`src/hdl/c3rd_pkg.sv`:
```
package c3rd_pkg;

   localparam int NumWeights = 89;
   localparam int BiasBase   = 72;
   localparam int OutBase    = 80;
   localparam int OutBias    = 88;
   localparam int Taps       = 9;
   localparam int Chans      = 8;
   localparam int QueueDepth = 4;

   localparam logic ACT_LOAD  = 1'b0;
   localparam logic ACT_PIXEL = 1'b1;

   typedef logic signed [15:0] smp_type;

   // One pixel job handed from the front to the back: 3x3 window, column, last flag.
   typedef struct packed {
      smp_type [2:0][2:0] win;   // [kx][ky]
      logic [11:0]        col;
      logic               last;
   } job_type;

   typedef enum logic [1:0] {
      BK_IDLE,
      BK_HID,
      BK_OUT,
      BK_DONE
   } bk_state_type;

endpackage

```
`src/hdl/c3rd_front.sv`:
```
module c3rd_front
   import c3rd_pkg::*;
#(
   parameter int MAX_WIDTH = 4096
) (
   input  logic        clock,
   input  logic        reset,
   input  logic [12:0] image_width,
   input  logic        pix_valid,
   output logic        pix_stall,
   input  smp_type     s_above,
   input  smp_type     s_center,
   input  smp_type     s_below,
   output logic        job_push,
   output job_type     job_data,
   input  logic [2:0]  q_free
);

   smp_type [2:0] p1_ff, p1_in, p2_ff, p2_in;
   logic [11:0]   cnt_ff, cnt_in;
   logic [16:0]   width;
   logic [16:0]   x1;
   logic          last;
   logic [1:0]    need;
   smp_type [2:0] cur;
   logic          fire;
   logic          busy_ff, busy_in;
   job_type       pend_ff, pend_in;

   assign cur = {s_below, s_center, s_above};

   always_comb begin
      width = (image_width == 13'd0) ? 17'd1 : {4'd0, image_width};
      if (width > 17'(MAX_WIDTH)) width = 17'(MAX_WIDTH);
      x1   = {5'd0, cnt_ff} + 17'd1;
      last = x1 >= width;
      need = 2'(cnt_ff != 12'd0) + 2'(last);
   end

   // a second job of the same column is held in pend_ff and pushed in the next cycle
   assign pix_stall = busy_ff || (q_free < 3'(need));
   assign fire      = pix_valid && !pix_stall;

   always_comb begin
      p1_in    = p1_ff;
      p2_in    = p2_ff;
      cnt_in   = cnt_ff;
      busy_in  = 1'b0;
      pend_in  = pend_ff;
      job_push = 1'b0;
      job_data = pend_ff;
      if (busy_ff) begin
         job_push = 1'b1;
      end else if (fire) begin
         pend_in.win[0] = (cnt_ff != 12'd0) ? p1_ff : cur;
         pend_in.win[1] = cur;
         pend_in.win[2] = cur;
         pend_in.col    = cnt_ff;
         pend_in.last   = 1'b1;
         if (cnt_ff != 12'd0) begin
            job_push       = 1'b1;
            job_data.win[0] = (cnt_ff == 12'd1) ? p1_ff : p2_ff;
            job_data.win[1] = p1_ff;
            job_data.win[2] = cur;
            job_data.col    = cnt_ff - 12'd1;
            job_data.last   = 1'b0;
            busy_in         = last;
         end else if (last) begin
            job_push = 1'b1;
            job_data = pend_in;
         end
         p2_in  = p1_ff;
         p1_in  = cur;
         cnt_in = last ? 12'd0 : x1[11:0];
      end
   end

   always_ff @(posedge clock) begin
      pend_ff <= pend_in;
      if (reset) begin
         p1_ff   <= '0;
         p2_ff   <= '0;
         cnt_ff  <= '0;
         busy_ff <= 1'b0;
      end else begin
         p1_ff   <= p1_in;
         p2_ff   <= p2_in;
         cnt_ff  <= cnt_in;
         busy_ff <= busy_in;
      end
   end

`ifndef SYNTH
   a_busy_once: assert property (@(posedge clock) disable iff (reset)
      busy_ff |=> !busy_ff) else $error("double pending job");
   a_busy_push: assert property (@(posedge clock) disable iff (reset)
      busy_ff |-> job_push) else $error("pending job not pushed");
   a_busy_last: assert property (@(posedge clock) disable iff (reset)
      busy_ff |-> pend_ff.last) else $error("pending job not last");
`endif

endmodule

```
`src/hdl/c3rd_queue.sv`:
```
module c3rd_queue
   import c3rd_pkg::*;
(
   input  logic       clock,
   input  logic       reset,
   input  logic       push,
   input  job_type    din,
   input  logic       pop,
   output logic       nonempty,
   output job_type    dout,
   output logic [2:0] free
);

   job_type     mem [QueueDepth];
   logic [1:0]  wp_ff, rp_ff;
   logic [2:0]  cnt_ff;

   assign nonempty = cnt_ff != 3'd0;
   assign dout     = mem[rp_ff];
   assign free     = 3'(QueueDepth) - cnt_ff;

   always_ff @(posedge clock) begin
      if (push) mem[wp_ff] <= din;
      if (reset) begin
         wp_ff  <= '0;
         rp_ff  <= '0;
         cnt_ff <= '0;
      end else begin
         if (push) wp_ff <= wp_ff + 2'd1;
         if (pop)  rp_ff <= rp_ff + 2'd1;
         cnt_ff <= cnt_ff + 3'(push) - 3'(pop);
      end
   end

`ifndef SYNTH
   a_no_over: assert property (@(posedge clock) disable iff (reset)
      push |-> (cnt_ff != 3'(QueueDepth) || pop)) else $error("queue overflow");
   a_no_under: assert property (@(posedge clock) disable iff (reset)
      pop |-> nonempty) else $error("queue underflow");
   a_bound: assert property (@(posedge clock) disable iff (reset)
      cnt_ff <= 3'(QueueDepth)) else $error("queue count");
`endif

endmodule

```
`src/hdl/c3rd_back.sv`:
```
module c3rd_back
   import c3rd_pkg::*;
(
   input  logic         clock,
   input  logic         reset,
   input  logic         wr_en,
   input  logic [6:0]   wr_idx,
   input  smp_type      wr_val,
   input  logic         q_nonempty,
   input  job_type      q_data,
   output logic         q_pop,
   output logic         idle,
   output logic         rsp_valid,
   input  logic         rsp_stall,
   output logic [12:0]  rsp_denoised,
   output logic [19:0]  rsp_hidden [Chans],
   output logic [11:0]  rsp_pixel_column,
   output logic         rsp_row_done
);

   localparam logic signed [47:0] Half = 48'sd2048;

   smp_type       wmem [NumWeights];
   bk_state_type  st_ff, st_in;
   job_type       job_ff, job_in;
   logic [3:0]    tap_ff, tap_in;
   logic [2:0]    ch_ff, ch_in;
   logic [6:0]    ridx;
   smp_type       w_ff;
   logic signed [47:0] acc_ff, acc_in, corr_ff, corr_in;
   logic [19:0]   hid_ff [Chans];
   logic [19:0]   hid_in [Chans];
   logic signed [16:0] smp;
   logic signed [47:0] prod, hsum, hsh, tot, dsh;
   logic [19:0]   hval;
   logic [12:0]   dval;
   logic          first;
   logic [1:0]    kx, ky;
   logic          out_ld;

   assign idle = st_ff == BK_IDLE;

   // weight read: address set in the cycle before the data is used, data registered
   always_ff @(posedge clock) begin
      if (wr_en && wr_idx < 7'(NumWeights)) wmem[wr_idx] <= wr_val;
      w_ff <= wmem[ridx];
   end

   always_comb begin
      ky   = (tap_ff >= 4'd6) ? 2'd2 : (tap_ff >= 4'd3) ? 2'd1 : 2'd0;
      kx   = 2'(tap_ff - 4'(ky) * 4'd3);
      smp  = 17'(job_ff.win[kx][ky]) - 17'sd2048;
      prod = 48'(smp) * 48'(w_ff);
      hsum = acc_ff + prod;
      hsh  = (hsum + Half) >>> 12;
      if (hsh < 0) hval = '0;
      else if (hsh > 48'sd1048575) hval = 20'hFFFFF;
      else hval = hsh[19:0];
      tot  = (48'(job_ff.win[1][1]) + 48'(w_ff)) * 48'sd4096 + corr_ff;
      dsh  = (tot + Half) >>> 12;
      if (dsh < 0) dval = '0;
      else if (dsh > 48'sd4096) dval = 13'd4096;
      else dval = dsh[12:0];
   end

   // schedule: per channel read bias then taps 0..8; then output weights, then output bias
   always_comb begin
      st_in   = st_ff;
      job_in  = job_ff;
      tap_in  = tap_ff;
      ch_in   = ch_ff;
      acc_in  = acc_ff;
      corr_in = corr_ff;
      hid_in  = hid_ff;
      q_pop   = 1'b0;
      out_ld  = 1'b0;
      ridx    = 7'(BiasBase);
      first   = 1'b0;
      case (st_ff)
         BK_IDLE: begin
            ridx = 7'(BiasBase);
            if (q_nonempty && !(rsp_valid && rsp_stall)) begin
               q_pop   = 1'b1;
               job_in  = q_data;
               ch_in   = '0;
               tap_in  = 4'd15;
               corr_in = '0;
               st_in   = BK_HID;
            end
         end
         BK_HID: begin
            if (tap_ff == 4'd15) begin
               acc_in = 48'(w_ff) * 48'sd4096;
               tap_in = '0;
               ridx   = 7'(ch_ff) * 7'(Taps);
               first  = 1'b1;
            end else if (tap_ff == 4'd8) begin
               hid_in[ch_ff] = hval;
               corr_in = corr_ff;
               acc_in  = '0;
               if (ch_ff == 3'(Chans - 1)) begin
                  tap_in = '0;
                  ch_in  = '0;
                  st_in  = BK_OUT;
                  ridx   = 7'(OutBase);
               end else begin
                  ch_in  = ch_ff + 3'd1;
                  tap_in = 4'd15;
                  ridx   = 7'(BiasBase) + 7'(ch_ff) + 7'd1;
               end
            end else begin
               acc_in = hsum;
               tap_in = tap_ff + 4'd1;
               ridx   = 7'(ch_ff) * 7'(Taps) + 7'(tap_ff) + 7'd1;
            end
         end
         BK_OUT: begin
            corr_in = corr_ff + 48'(signed'({1'b0, hid_ff[ch_ff]})) * 48'(w_ff);
            ch_in   = ch_ff + 3'd1;
            ridx    = (ch_ff == 3'(Chans - 1)) ? 7'(OutBias)
                                               : 7'(OutBase) + 7'(ch_ff) + 7'd1;
            if (ch_ff == 3'(Chans - 1)) st_in = BK_DONE;
         end
         BK_DONE: begin
            out_ld = 1'b1;
            st_in  = BK_IDLE;
         end
         default: st_in = BK_IDLE;
      endcase
      if (st_ff == BK_IDLE && q_pop) ridx = 7'(BiasBase);
   end

   always_ff @(posedge clock) begin
      job_ff  <= job_in;
      tap_ff  <= tap_in;
      ch_ff   <= ch_in;
      acc_ff  <= acc_in;
      corr_ff <= corr_in;
      hid_ff  <= hid_in;
      if (out_ld) begin
         rsp_denoised     <= dval;
         rsp_hidden       <= hid_ff;
         rsp_pixel_column <= job_ff.col;
         rsp_row_done     <= job_ff.last;
      end
      if (reset) begin
         st_ff     <= BK_IDLE;
         rsp_valid <= 1'b0;
      end else begin
         st_ff <= st_in;
         if (out_ld) rsp_valid <= 1'b1;
         else if (!rsp_stall) rsp_valid <= 1'b0;
      end
   end

`ifndef SYNTH
   a_ld_free: assert property (@(posedge clock) disable iff (reset)
      out_ld |-> !(rsp_valid && rsp_stall)) else $error("result overwritten");
   a_pop_idle: assert property (@(posedge clock) disable iff (reset)
      q_pop |-> st_ff == BK_IDLE) else $error("pop while busy");
   a_first_tap: assert property (@(posedge clock) disable iff (reset)
      first |=> tap_ff == 4'd0) else $error("tap sequence");
`endif

endmodule

```
`src/hdl/conv3x3_relu_denoise_stream_top.sv`:
```
// channel | direction | handshake     | payload
// req     | in        | valid / stall | action, weight_index/value, three samples
// rsp     | out       | valid / stall | denoised, hidden_0..7, pixel_column, row_done
// csr     | in        | valid / ready | image_width
// A pixel job in the back end walks 8 biases and 72 taps through one multiply-accumulate,
// then 8 output terms through a second one and the output bias, one weight read a cycle.
// A column yields up to two jobs; the front stalls when the 4-entry queue lacks room or a second job is pending.
// Weight loads stall until no pixel job is in flight, then are written to the weight store.
// Reset is synchronous and clears control state; the weight store is undefined until written.
module conv3x3_relu_denoise_stream_top
   import c3rd_pkg::*;
#(
   parameter int MAX_WIDTH = 4096
) (
   input  logic         clock,
   input  logic         reset,
   input  logic         req_valid,
   output logic         req_stall,
   input  logic         req_action,
   input  logic [6:0]   req_weight_index,
   input  logic signed [15:0] req_weight_value,
   input  logic signed [15:0] req_sample_above,
   input  logic signed [15:0] req_sample_center,
   input  logic signed [15:0] req_sample_below,
   output logic         rsp_valid,
   input  logic         rsp_stall,
   output logic [12:0]  rsp_denoised,
   output logic [19:0]  rsp_hidden_0,
   output logic [19:0]  rsp_hidden_1,
   output logic [19:0]  rsp_hidden_2,
   output logic [19:0]  rsp_hidden_3,
   output logic [19:0]  rsp_hidden_4,
   output logic [19:0]  rsp_hidden_5,
   output logic [19:0]  rsp_hidden_6,
   output logic [19:0]  rsp_hidden_7,
   output logic [11:0]  rsp_pixel_column,
   output logic         rsp_row_done,
   input  logic         csr_valid,
   output logic         csr_ready,
   input  logic [12:0]  csr_image_width
);

   logic [12:0] width_ff;
   logic        pix_stall, push, nonempty, pop;
   logic        back_idle;
   job_type     jd, qd;
   logic [2:0]  free;
   logic [19:0] hid [Chans];

   assign csr_ready = 1'b1;
   always_ff @(posedge clock) begin
      if (reset) width_ff <= 13'd1;
      else if (csr_valid) width_ff <= csr_image_width;
   end

   // hold a weight load while any pixel job is still in flight
   assign req_stall = (req_action == ACT_PIXEL) ? pix_stall
                                                : (push || nonempty || !back_idle);

   c3rd_front #(.MAX_WIDTH(MAX_WIDTH)) u_front (
      .clock, .reset, .image_width(width_ff),
      .pix_valid(req_valid && req_action == ACT_PIXEL), .pix_stall,
      .s_above(req_sample_above), .s_center(req_sample_center),
      .s_below(req_sample_below), .job_push(push), .job_data(jd), .q_free(free)
   );

   c3rd_queue u_queue (
      .clock, .reset, .push, .din(jd), .pop, .nonempty, .dout(qd), .free
   );

   c3rd_back u_back (
      .clock, .reset,
      .wr_en(req_valid && req_action == ACT_LOAD && !req_stall), .wr_idx(req_weight_index),
      .wr_val(req_weight_value), .q_nonempty(nonempty), .q_data(qd), .q_pop(pop),
      .idle(back_idle),
      .rsp_valid, .rsp_stall, .rsp_denoised, .rsp_hidden(hid),
      .rsp_pixel_column, .rsp_row_done
   );

   assign rsp_hidden_0 = hid[0];
   assign rsp_hidden_1 = hid[1];
   assign rsp_hidden_2 = hid[2];
   assign rsp_hidden_3 = hid[3];
   assign rsp_hidden_4 = hid[4];
   assign rsp_hidden_5 = hid[5];
   assign rsp_hidden_6 = hid[6];
   assign rsp_hidden_7 = hid[7];

`ifndef SYNTH
   a_load_quiet: assert property (@(posedge clock) disable iff (reset)
      (req_valid && req_action == ACT_LOAD && !req_stall) |-> (back_idle && !nonempty))
      else $error("load while busy");
   a_hold: assert property (@(posedge clock) disable iff (reset)
      (rsp_valid && rsp_stall) |=> rsp_valid) else $error("result dropped");
   a_width: assert property (@(posedge clock) disable iff (reset)
      !csr_valid |=> $stable(width_ff)) else $error("width changed");
`endif

endmodule
```
`config.mk`:
```
export PLATFORM = sky130hd
export DESIGN_NAME = conv3x3_relu_denoise_stream_top
export DESIGN_NICKNAME = d
export VERILOG_FILES = /design/src/hdl/c3rd_pkg.sv /design/src/hdl/c3rd_front.sv /design/src/hdl/c3rd_queue.sv /design/src/hdl/c3rd_back.sv /design/src/hdl/conv3x3_relu_denoise_stream_top.sv
export SDC_FILE = /design/constraint.sdc
export NUM_CORES = 2
export LEC_CHECK = 0
export BUFFER_PORTS_ARGS = -buffer_cell sky130_fd_sc_hd__buf_4
export CORE_ASPECT_RATIO = 0.7
export CORE_MARGIN = 4
export CORE_UTILIZATION = 40
export CTS_CLUSTER_DIAMETER = 80
export DETAILED_ROUTE_END_ITERATION = 6
export SETUP_SLACK_MARGIN = 0.5
export SLEW_MARGIN = 10
export SYNTH_ARGS = -nofsm -noshare
export SYNTH_HDL_FRONTEND = slang
export SYNTH_SLANG_ARGS = --single-unit
```
`constraint.sdc`:
```
create_clock -name clock -period 21.9 [get_ports clock]
set_input_delay 1.095 -clock clock [delete_from_list [all_inputs] [get_ports clock]]
set_output_delay 1.095 -clock clock [all_outputs]
set_load 0.05 [all_outputs]
```
==> reports/results.txt <==
Status: finished, violations left
Failing checks: design-rule violations
Antenna violations before repair: 34
Worst Hold Depth: 1
Critical Path End Type: flop
Drt drc: 2
Initial Utilization: 40.3%
Synth cell types: 92
Final nets: 12.7k
Count of flip-flops with a built-in enable after synthesis: 2766
Sequential area share after synthesis: 60.0%
R2R depth: 57
Slew headroom: 12.8%
Post-synth top flop: edfxtp_1
Final number of setup-violating endpoints: 0
Vias per std cell: 5.67
Min cycle time layout: 16.91 ns
Ys async rst share: 0%
Seq cells post-synth: 2914
HP Class: in -> reg
Area growth syn-to-layout: 12.3%
H-tree depth: 5
Resized Gates After CTS: 0
Largest stage delay, worst path: 0.67 ns
TritonRoute pass-1 iters: 7
Die Wd: 723 µm
Total gr overflow: 0
DPL Wire Length: 259000 µm
Max-cap viol count: 0
Startpoint types: flop
Via count: 94.6k
Syn_nets: 12.6k
Reg2Reg Setup Slack: 4.99 ns
Cts bufs inserted: 300
Commonest non-fill, non-tap cell in the layout: edfxtp_1
Largest net degree at the start of global routing: 192
All-Layer GR Usage: 21.7%
Commonest cells after routing, fill and taps aside: edfxtp_1 (2766), nand2_1 (2396), nand3_1 (713), inv_1 (672), fa_1 (521)
Reg-to-Reg Start: u_back.tap_ff[1]
# clock sinks: 2914
Crit path required time: 22.42 ns
Hold Buf Count CTS: 0
CTS tree: yes
CP arrival: 17.43 ns
Clk_lat worst skew: 0.93 ns
IO Port Bufs: 277
Type of the worst setup path: reg -> reg
Final hold violations: 0
Final period util: 77.2%
Post-CTS setup buffers: 0
Drt wl/cell: 24.5 µm
Setup TNS Final: 0 ns
Drt first-iter violations: 11.1k
Synthesized cell area: 143000 µm²
Worst Skew: 0.132 ns
Final ANT Viol Nets: 0
Bufs on Longest Clock Path: 4
Critical Path Source: u_back.tap_ff[1]
Core box area: 356000 µm²
RSZ-0062 raised after global routing: false
Mapped Cells: 11.6k
FF-to-FF End: u_back.hid_ff[14]
Clock Pin Slew Worst Setup and Hold Paths: 0.06 ns
Worst path slowest cell: xor2_2
Max frequency: 59.1 MHz
Share of post-route cells with drive strength above 1: 11.0%
Min-Delay Startpoint: req_sample_below[3]
Yosys warns: 0
Drt total wl: 408000 µm
Die height: 509 µm
Max FO, Critical Path: 34
First-pass GRT wire length: 605000 µm
Syn avg cell area: 12.4 µm²
IO Pins: 279
Worst hold endpoint: u_front.pend_ff[96]
Die ar.: 368000 µm²
Row count: 183
Max-slew violation count: 0
Placer Congestion: 0.881
Vias in the first global route: 92.4k
Slew @ Worst Pin: 1.29 ns
Root buf cell: clkbuf_16
Fill cells: 31.5k
-- state kept, by name (all words and copies together), names as in the netlist, 13 cells and up --
signal,cells
u_back.rsp_hidden,160
u_front.p2_ff,48
u_front.p1_ff,48
u_back.corr_ff,48
u_back.job_ff,157
u_back.wmem,1424
u_back.rsp_denoised,13
u_back.acc_ff,48
width_ff,13
u_back.hid_ff,160
u_front.pend_ff,108
u_queue.mem,628
u_back.w_ff,16
-- per-stage QoR --
step | utilization, % | setup slack, ns | area, µm² | hold WS (ns) | instances
after detailed placement | 42.5 | 4.89 | 151000 | 0.406 | 16100
after global routing | 45.2 | 3.99 | 161000 | 0.322 | 16700
final | 45.2 | 4.99 | 161000 | 0.383 | 16700
after floorplan | - | 6.71 | 143000 | 0.400 | 11600
after global placement | 42.5 | 5.17 | 151000 | 0.408 | 16100
after CTS | 45.2 | 4.76 | 161000 | 0.293 | 16700
-- synth_stat cells, drive strengths merged, types with 10 or more instances --
cell / number / area (µm²)
edfxtp: 2766 / 83100
nand2: 2398 / 9000
nand3: 716 / 3590
inv: 675 / 2530
clkbuf: 571 / 2140
fa: 521 / 10400
a21oi: 416 / 2160
ha: 411 / 5140
nor2: 357 / 1340
and2: 282 / 1760
a311oi: 256 / 2240
o21ai: 213 / 1080
xnor2: 173 / 1520
and3: 167 / 1040
mux4: 157 / 3540
dfxtp: 148 / 2960
a21o: 115 / 863
buf: 102 / 420
nor3: 96 / 480
xor2: 84 / 736
a22oi: 82 / 616
nor2b: 68 / 425
o311ai: 65 / 569
a211oi: 55 / 418
a31oi: 52 / 325
mux2: 51 / 574
nand4: 51 / 319
o22ai: 51 / 319
nand2b: 46 / 288
o31ai: 41 / 308
o21bai: 40 / 300
mux2i: 37 / 370
o21a: 30 / 225
or2: 28 / 175
o211ai: 24 / 180
or3: 19 / 119
nor4: 18 / 149
o311a: 16 / 160
a21boi: 13 / 97.6
a2111oi: 12 / 130
nand3b: 11 / 82.6
nor3b: 10 / 75.1
-- final cells by class --
| class | instances | area (µm²) | area share, % |
|---|---|---|---|
| Sequential cell | 2914 | 86000 | 53.5 |
| Multi-Input combinational cell | 7296 | 52600 | 32.7 |
| Clock buffer | 369 | 7910 | 4.92 |
| Tap cell | 4717 | 5900 | 3.67 |
| Timing Repair Buffer | 525 | 4030 | 2.51 |
| Inverter | 675 | 2550 | 1.59 |
| Clock inverter | 166 | 1780 | 1.10 |
| Antenna cell | 13 | 32.5 | 0.0202 |
-- critical path: cells and delay by family, from the launching register on --
| kind | cells | cell delay (ns) |
|---|---|---|
| DFF | 1 | 0.62 |
| muxes | 1 | 0.42 |
| and+or+nand+nor | 12 | 2.65 |
| adders and majority gates | 12 | 4.73 |
| buffers and inverters | 8 | 1.89 |
| AOI/OAI and AO/OA | 20 | 4.89 |
| xor gates and xnor gates | 4 | 1.25 |
-- per-layer routing --
| metal | GRT usage [%] | wire length (µm) | part of all wire [%] | vias to the layer above |
|---|---|---|---|---|
| li1 | - | - | - | 41800 |
| met1 | 32.8 | 185000 | 45 | 47800 |
| met2 | 31.8 | 176000 | 43 | 4288 |
| met3 | 4.48 | 38700 | 9.5 | 594 |
| met4 | 5.24 | 9080 | 2.2 | 12 |
| met5 | 0 | 63 | 0.015 | - |
-- worst max-delay path by stage --
stage | cells after the start | endpoint
after CTS | 57 | u_back.hid_ff[115]
after global routing | 52 | u_back.hid_ff[35]
after global placement | 57 | u_back.hid_ff[106]
final | 57 | u_back.hid_ff[14]
after floorplan | 60 | u_back.hid_ff[0]
after detailed placement | 57 | u_back.hid_ff[126]
-- cells by family (layout without fill, tap and decap cells) --
kind of cell | count (synthesis) | in the layout | synth area share, %
AOI/OAI and AO/OA | 1561 | 1561 | 7.49
xor gates and xnor gates | 257 | 257 | 1.57
adders and majority gates | 932 | 932 | 10.9
buffers and inverters | 1348 | 1735 | 3.56
DFF | 2914 | 2914 | 60.0
muxes | 245 | 245 | 3.13
other | 1 | 14 | 0.00262
and+or+nand+nor | 4300 | 4300 | 13.4
Power is left out: the tool's default activity adds up to more than one toggle a clock period on the data nets, which glitch-free logic cannot reach.
